`src/rtl/spicf_pkg.sv`:
```
// Shared constants, result type and command decode for the SPI command framer.
`timescale 1ns / 1ps

package spicf_pkg;

   // Transmit buffer depth; the reply index wraps here.
   localparam int TX_BUFFER_DEPTH = 64;
   localparam int TX_INDEX_W      = $clog2(TX_BUFFER_DEPTH);

   // Command codes
   localparam logic [15:0] CMD_STATUS   = 16'h0002;
   localparam logic [15:0] CMD_FLASH0   = 16'h1FFF;
   localparam logic [15:0] CMD_FLASH1   = 16'h2FFF;
   localparam logic [15:0] CMD_RADIO    = 16'h3EFF;
   localparam logic [15:0] CMD_PROGRESS = 16'h3FFE;
   localparam logic [15:0] CMD_STATS    = 16'h3FFF;

   // Reply source codes
   localparam logic [2:0] SRC_NONE     = 3'd0;
   localparam logic [2:0] SRC_STATUS   = 3'd1;
   localparam logic [2:0] SRC_FLASH0   = 3'd2;
   localparam logic [2:0] SRC_FLASH1   = 3'd3;
   localparam logic [2:0] SRC_RADIO    = 3'd4;
   localparam logic [2:0] SRC_PROGRESS = 3'd5;
   localparam logic [2:0] SRC_STATS    = 3'd6;

   // Release action codes
   localparam logic [1:0] REL_NONE   = 2'd0;
   localparam logic [1:0] REL_FLASH0 = 2'd1;
   localparam logic [1:0] REL_FLASH1 = 2'd2;
   localparam logic [1:0] REL_RADIO  = 2'd3;

   // Header positions and the shortest message
   localparam logic [15:0] POS_LEN_LO  = 16'd1;
   localparam logic [15:0] POS_LEN_HI  = 16'd2;
   localparam logic [15:0] POS_CMD_LO  = 16'd3;
   localparam logic [15:0] POS_CMD_HI  = 16'd4;
   localparam logic [15:0] POS_PAYLOAD = 16'd5;
   localparam logic [15:0] MIN_LENGTH  = 16'd4;

   typedef struct packed {
      logic [2:0]  tx_source;
      logic [5:0]  tx_index;
      logic        packet_start;
      logic [15:0] msg_length;
      logic [15:0] msg_command;
      logic        data_valid;
      logic [7:0]  data_byte;
      logic [15:0] data_index;
      logic        message_end;
      logic [1:0]  release_action;
      logic        progress_read;
   } result_type;

   // Map a command to its reply source; SRC_NONE for stored packets.
   function automatic logic [2:0] decode_reply(input logic [15:0] cmd);
      logic [2:0] src;
      case (cmd)
         CMD_STATUS:   src = SRC_STATUS;
         CMD_FLASH0:   src = SRC_FLASH0;
         CMD_FLASH1:   src = SRC_FLASH1;
         CMD_RADIO:    src = SRC_RADIO;
         CMD_PROGRESS: src = SRC_PROGRESS;
         CMD_STATS:    src = SRC_STATS;
         default:      src = SRC_NONE;
      endcase
      return src;
   endfunction

endpackage

```
`src/rtl/spicf_frame.sv`:
```
// Message framing state and single-pass result logic of the SPI command framer.
`timescale 1ns / 1ps

module spicf_frame (
   input  logic                  clock,
   input  logic                  reset,
   input  logic                  accept,
   input  logic [7:0]            rx_byte,
   output spicf_pkg::result_type result
);
   import spicf_pkg::*;

   logic [15:0]           byte_count_ff, byte_count_in;
   logic [15:0]           length_ff, length_in;
   logic [15:0]           command_ff, command_in;
   logic                  storing_ff, storing_in;
   logic [2:0]            source_ff, source_in;
   logic [TX_INDEX_W-1:0] index_ff, index_in;

   logic [15:0]           count;
   logic [15:0]           end_at;
   logic [2:0]            src;
   logic [TX_INDEX_W-1:0] index_cur;
   logic [TX_INDEX_W+5:0] index_ext;

   // Work out the next state and the result for the byte at the input
   always_comb begin
      count         = byte_count_ff + 16'd1;
      byte_count_in = count;
      length_in     = length_ff;
      command_in    = command_ff;
      storing_in    = storing_ff;
      source_in     = source_ff;
      index_in      = index_ff;
      src           = SRC_NONE;
      result        = '0;

      // Capture the header fields
      case (count)
         POS_LEN_LO: length_in  = {8'h00, rx_byte};
         POS_LEN_HI: length_in  = {rx_byte, length_ff[7:0]};
         POS_CMD_LO: command_in = {8'h00, rx_byte};
         POS_CMD_HI: begin
            command_in = {rx_byte, command_ff[7:0]};
            src        = decode_reply(command_in);
            if (src != SRC_NONE) begin
               source_in            = src;
               index_in             = '0;
               result.progress_read = (command_in == CMD_PROGRESS);
            end else begin
               storing_in          = 1'b1;
               result.packet_start = 1'b1;
            end
         end
         default: ;
      endcase

      // Pass payload bytes of a stored packet
      if (count >= POS_PAYLOAD && storing_in) begin
         result.data_valid = 1'b1;
         result.data_byte  = rx_byte;
         result.data_index = count - POS_PAYLOAD;
      end

      // Close the message; a short length ends at the command's last byte
      end_at = (length_in < MIN_LENGTH) ? MIN_LENGTH : length_in;
      if (count >= MIN_LENGTH && count == end_at) begin
         result.message_end = 1'b1;
         case (command_in)
            CMD_FLASH0: result.release_action = REL_FLASH0;
            CMD_FLASH1: result.release_action = REL_FLASH1;
            CMD_RADIO:  result.release_action = REL_RADIO;
            default:    result.release_action = REL_NONE;
         endcase
         storing_in    = 1'b0;
         byte_count_in = '0;
         source_in     = SRC_NONE;
         index_in      = '0;
      end

      // Choose the next reply byte and advance the wrapping index
      index_cur = index_in;
      index_ext = {6'd0, index_cur};
      if (source_in != SRC_NONE) begin
         result.tx_source = source_in;
         result.tx_index  = index_ext[5:0];
         index_in = (index_cur == TX_INDEX_W'(TX_BUFFER_DEPTH - 1)) ? '0 : index_cur + 1'b1;
      end

      result.msg_length  = length_in;
      result.msg_command = command_in;
   end

   // Hold state between transactions
   always_ff @(posedge clock) begin
      if (reset) begin
         byte_count_ff <= '0;
         length_ff     <= '0;
         command_ff    <= '0;
         storing_ff    <= 1'b0;
         source_ff     <= SRC_NONE;
         index_ff      <= '0;
      end else if (accept) begin
         byte_count_ff <= byte_count_in;
         length_ff     <= length_in;
         command_ff    <= command_in;
         storing_ff    <= storing_in;
         source_ff     <= source_in;
         index_ff      <= index_in;
      end
   end

endmodule

```
`src/rtl/spi_slave_command_framer.sv`:
```
// A result appears on the rsp_ side in the cycle after its byte is accepted.
// Throughput: one byte per cycle unless stalled; the result register refills in the
// cycle it is taken. req_ready drops only while a result waits and rsp_ready is low.
// Reset (synchronous, active high) clears the byte count, header, reply source
// and index, and empties the result register.
`timescale 1ns / 1ps

module spi_slave_command_framer (
   input  logic        clock,
   input  logic        reset,
   input  logic        req_valid,
   output logic        req_ready,
   input  logic [7:0]  req_rx_byte,
   output logic        rsp_valid,
   input  logic        rsp_ready,
   output logic [2:0]  rsp_tx_source,
   output logic [5:0]  rsp_tx_index,
   output logic        rsp_packet_start,
   output logic [15:0] rsp_msg_length,
   output logic [15:0] rsp_msg_command,
   output logic        rsp_data_valid,
   output logic [7:0]  rsp_data_byte,
   output logic [15:0] rsp_data_index,
   output logic        rsp_message_end,
   output logic [1:0]  rsp_release_action,
   output logic        rsp_progress_read
);
   import spicf_pkg::*;

   logic       accept;
   logic       rsp_valid_ff, rsp_valid_in;
   result_type result;
   result_type result_ff;

   // Accept whenever the result register is empty or being drained
   assign req_ready = !rsp_valid_ff || rsp_ready;
   assign accept    = req_valid && req_ready;

   spicf_frame u_frame (
      .clock   (clock),
      .reset   (reset),
      .accept  (accept),
      .rx_byte (req_rx_byte),
      .result  (result)
   );

   // Track the result register occupancy
   always_comb begin
      if (accept) begin
         rsp_valid_in = 1'b1;
      end else if (rsp_ready) begin
         rsp_valid_in = 1'b0;
      end else begin
         rsp_valid_in = rsp_valid_ff;
      end
   end

   always_ff @(posedge clock) begin
      if (reset) begin
         rsp_valid_ff <= 1'b0;
      end else begin
         rsp_valid_ff <= rsp_valid_in;
      end
   end

   // Load the result payload
   always_ff @(posedge clock) begin
      if (accept) begin
         result_ff <= result;
      end
   end

   assign rsp_valid          = rsp_valid_ff;
   assign rsp_tx_source      = result_ff.tx_source;
   assign rsp_tx_index       = result_ff.tx_index;
   assign rsp_packet_start   = result_ff.packet_start;
   assign rsp_msg_length     = result_ff.msg_length;
   assign rsp_msg_command    = result_ff.msg_command;
   assign rsp_data_valid     = result_ff.data_valid;
   assign rsp_data_byte      = result_ff.data_byte;
   assign rsp_data_index     = result_ff.data_index;
   assign rsp_message_end    = result_ff.message_end;
   assign rsp_release_action = result_ff.release_action;
   assign rsp_progress_read  = result_ff.progress_read;

endmodule

```
`config.mk`:
```
export PLATFORM = sky130hd
export DESIGN_NAME = spi_slave_command_framer
export DESIGN_NICKNAME = d
export VERILOG_FILES = /design/src/rtl/spicf_pkg.sv /design/src/rtl/spicf_frame.sv /design/src/rtl/spi_slave_command_framer.sv
export SDC_FILE = /design/constraint.sdc
export NUM_CORES = 1
export LEC_CHECK = 0
export BUFFER_PORTS_ARGS = -buffer_cell sky130_fd_sc_hd__buf_4
export CORE_UTILIZATION = 30
export DETAILED_ROUTE_END_ITERATION = 12
export GPL_TIMING_DRIVEN = 0
export PLACE_DENSITY = 0.5
export SLEW_MARGIN = 20
export SYNTH_ARGS = -nofsm -noshare
export SYNTH_HDL_FRONTEND = slang
export SYNTH_HIERARCHICAL = 1
export SYNTH_SLANG_ARGS = --single-unit
```
`constraint.sdc`:
```
create_clock -name clock -period 9.65 [get_ports clock]
set_input_delay 1.93 -clock clock [delete_from_list [all_inputs] [get_ports clock]]
set_output_delay 1.93 -clock clock [all_outputs]
set_load 0.005 [all_outputs]
```
==> results by group <==
Floorplanning
  – Die area: around 23,000 µm²
  – Rows: 54
  – Starting Density: a little over 30%
  – Die X-Extent: between 150 and 200 µm
  – Boundary pin count: 85
  – Area of the core: 22,000 µm²
  – Die span in y: between 150 and 200 µm

Yosys
  – Syn_nets: just over 700
  – Register area share after synthesis: slightly below 50%
  – Flops & latches, synth: 130
  – Mapped Area: between 6000 and 7000 µm²
  – Synth Warn #: 6
  – Cells after Synth: roughly 700
  – Ys async rst share: 0%
  – Avg Synthesized Cell Area: slightly below 10 µm²
  – Unique masters post-synth: about 70
  – Post-synth EDFFs: 71
  – Main flop type after synthesis: edfxtp_1

Critical path
  – Crit Path Category: reg -> reg
  – Setup crit end kind: register
  – Required @ worst endpoint: roughly 10 ns
  – Worst path max stage delay: 0.78 ns
  – Startpoint Class: register
  – Cell family with most CP delay: simple AND/OR/NAND/NOR gates
  – Slowest cell on crit path: nor4_2
  – Critical path data arrival time: roughly 6.2 ns
  – CP Cell Sequence: ha_1 -> buf_4 -> nand2_1 -> nor3_1 -> xnor2_1 -> nand4b_1 -> nor4_2 -> a221oi_1 -> o311ai_0 -> a21boi_0 -> o2111ai_1 -> buf_2 -> buf_2 -> and3_1 -> ha_1 -> nand4_1 -> and3b_1 -> a41oi_1 -> mux2i_1
  – Worst Path Buf+Inv: 3
  – Crit path max fanout: 10

Timing
  – Final setup viols: 0
  – Worst slew pin tran: around 1.0 ns
  – Max Clk Rate: 170 MHz
  – RSZ-0062 raised after global routing: no
  – Fin crit share: between 60% and 70%
  – Rel. slew slack: between 30% and 40%
  – Post-Route Setup TNS: 0 ns
  – Pins Over Slew Limit: 0
  – Period minus WS final: roughly 5.9 ns
  – Clock skew: between 0.015 and 0.02 ns
  – Fin. Hold Viols: 0

Layout
  – Multi-input combinational cell area: 3130 µm²
  – Ant. Diodes: 0
  – Layout net count: roughly 830
  – Register Area: about 3300 µm²
  – Layout area overhead: 22.6%
  – Fraction of layout cells with a size suffix above 1: 18.5%
  – Fill cell count: between 2,000 and 2,500

Clock network
  – Setup Fix Bufs, Post-CTS: 0
  – Clk sinks: between 100 and 150
  – Maximum clock path buffer count: 2
  – Post_cts resized: 0
  – Worst-Skew Late Latency: between 0.4 and 0.5 ns
  – H-Tree Depth: 4
  – Root Buffer: clkbuf_16
  – Hold_buf cts: 0
  – Clock transition at path regs: ~0.070 ns
  – CTS tree: built
  – Number of buffers created by CTS: 17

Routing
  – Vias/cell: 5.32
  – Post-route ant nets: 0
  – Wirelength per Cell: roughly 19 µm
  – Initial DRT Pass Iterations: 9
  – Routed Wire Length: 20,600 µm
  – DR iter-0 viols: about 430
  – Vias: 5,866
  – DRC Markers: 6

Power and ir drop
  – Comb power frac: between 10% and 20%
  – Cell Pwr Density: approximately 170 nW/µm²
  – Pint: about 0.0010 W
  – Sw frac: 27.4%
  – Leakage: 3.40 nW
  – Design Power: between 0.001 and 0.0015 W
  – Max VDD drop: approximately 0.000094 V
  – Clock power frac: between 40% and 50%
  – Seq pwr share: a little over two fifths
  – Net Sw Power: between 0.0003 and 0.0004 W

Run status
  – Failing checks: DRC
  – Status: complete, but fails checks

Global routing
  – First-pass GRT wire length: about 32,000 µm
  – Met2 Use GR: between 20% and 30%
  – Vias in the first global route: roughly 5,600
  – Largest net degree at the start of global routing: 77
  – Global Route Usage Sum: ~18%
  – Met1 global-route usage: 23.6%
  – Grt met3 use: around 3.3%
  – Initial antenna violation count: 0
  – Overflow after GRT: 0
  – Most Crowded Layer GR: met2

Placement
  – Detailed placement HPWL: about 15,000 µm
  – Gpl congestion: between 0.8 and 0.9
  – Port bufs: 81

Run
  – Max cap viols: 0

Worst hold path
  – Min-Delay Path Class: reg -> reg
==> power groups by stage <==
stage                     clock [W]  sequential [W]  combinational (W)
after floorplan                   0        0.000643           0.000103
after global placement            0        0.000645           0.000177
after detailed placement          0        0.000645           0.000178
after CTS                  0.000644        0.000633           0.000178
after global routing       0.000667        0.000637           0.000194
final                      0.000631        0.000633           0.000178
==> per-layer routing <==
| metal | vias to the layer above | routed length (µm) | part of all wire [%] |
|---|---|---|---|
| met5 | - | 0 | 0 |
| met4 | 0 | 431 | 2.1 |
| met3 | 29 | 1010 | 4.9 |
| met2 | 183 | 9700 | 47 |
| met1 | 2836 | 9440 | 46 |
| li1 | 2818 | - | - |
==> cells in the mapped netlist (all sizes together), types with 3 or more instances <==
master / count / area, µm²
clkbuf: 34 / 128
o21ai: 15 / 75.1
xor2: 11 / 96.3
xnor2: 23 / 201
nor4: 17 / 134
o31a: 5 / 43.8
nand2: 62 / 233
nand2b: 4 / 32.5
and3: 11 / 68.8
ha: 6 / 75.1
inv: 33 / 124
a22o: 9 / 78.8
a22oi: 20 / 150
nand3: 22 / 115
a21oi: 36 / 184
or3: 5 / 36.3
and3b: 3 / 26.3
mux2i: 15 / 150
edfxtp: 71 / 2130
nor3: 21 / 105
nand4: 23 / 156
or4: 7 / 56.3
o2111ai: 3 / 26.3
nand3b: 3 / 22.5
a31o: 3 / 26.3
o22ai: 3 / 18.8
nor2b: 3 / 18.8
nand4b: 3 / 26.3
a21boi: 3 / 22.5
and2: 19 / 121
dfxtp: 59 / 1180
and4: 6 / 57.6
buf: 18 / 124
a211oi: 23 / 173
nor2: 78 / 293
==> tightest hold or removal path, stage by stage, from the launching register on <==
cell	delay (ns)
dfxtp_1	0.31
nand2_1	0.06
a21oi_1	0.05
==> layout make-up <==
cell class | instances | share of cell area, %
multi-input cells | 494 | 37.5
flip-flops and latches | 130 | 39.7
well taps | 280 | 4.19
inverters | 33 | 1.48
repair buffers | 81 | 7.28
clock inverters | 13 | 1.33
plain buffers | 52 | 3.01
clock buffers | 19 | 5.56
==> worst paths after layout <==
check                                             start                           endpoint  slack (ns)  depth (start not counted)
setup / recovery  u_frame/byte_count_ff[1]$_SDFFE_PP0P_   u_frame/index_ff[3]$_SDFFE_PP0P_        3.77                         19
hold / removal        u_frame/source_ff[2]$_SDFFE_PP0P_  u_frame/source_ff[2]$_SDFFE_PP0P_        0.46                          2
setup reg to reg  u_frame/byte_count_ff[1]$_SDFFE_PP0P_   u_frame/index_ff[3]$_SDFFE_PP0P_        3.77                         19
hold reg to reg       u_frame/source_ff[2]$_SDFFE_PP0P_  u_frame/source_ff[2]$_SDFFE_PP0P_        0.46                          2
==> state kept, by name, summed over array words and instances, names as in the netlist <==
| register | flops |
|---|---|
| rsp_data_byte | 8 |
| rsp_data_index | 16 |
| rsp_data_valid | 1 |
| rsp_message_end | 1 |
| rsp_msg_command | 16 |
| rsp_msg_length | 16 |
| rsp_packet_start | 1 |
| rsp_progress_read | 1 |
| rsp_release_action | 2 |
| rsp_tx_index | 6 |
| rsp_tx_source | 3 |
| rsp_valid | 1 |
| u_frame/byte_count_ff | 16 |
| u_frame/command_ff | 16 |
| u_frame/index_ff | 6 |
| u_frame/length_ff | 16 |
| u_frame/source_ff | 3 |
| u_frame/storing_ff | 1 |
==> cells in the final DEF (no fill, tap or decap), types with 4 or more instances in the layout <==
cell / Yosys / final
buf_4: 9 / 90
nor2_1: 78 / 78
edfxtp_1: 71 / 71
nand2_1: 62 / 62
dfxtp_1: 59 / 59
a21oi_1: 35 / 35
clkbuf_1: 34 / 34
inv_1: 33 / 33
a211oi_1: 23 / 23
xnor2_1: 23 / 23
nor3_1: 21 / 21
nand4_1: 21 / 21
nand3_1: 21 / 21
a22oi_1: 20 / 20
clkbuf_16: 0 / 18
and2_1: 18 / 18
o21ai_0: 15 / 15
mux2i_1: 15 / 15
nor4_1: 14 / 14
and3_1: 11 / 11
xor2_1: 11 / 11
a22o_1: 9 / 9
inv_6: 0 / 6
buf_2: 6 / 6
or4_1: 6 / 6
ha_1: 6 / 6
o31a_1: 5 / 5
or3_1: 4 / 4
and4_1: 4 / 4
==> logic make-up after synthesis <==
kind of cell,after synthesis,synth area share [%]
compound gates,145,14.9
xor+xnor,34,4.37
flops,130,48.6
mux,17,2.54
fa+ha+maj,6,1.10
buf+inv,85,5.51
simple gates,292,22.9
==> stage by stage <==
step                instances  setup slack [ns]  util, %  hold WS, ns  instance area (µm²)
CTS                      1102              3.80     37.9        0.463                 8350
global route             1102              3.27     37.9        0.501                 8350
detailed placement       1070              3.39     35.3        0.454                 7780
floorplan                 709              4.43        -        0.441                 6810
global placement         1070              3.39     35.3        0.451                 7770
finish                   1102              3.77     37.9        0.461                 8350
Power figures use the tool's default switching activity.
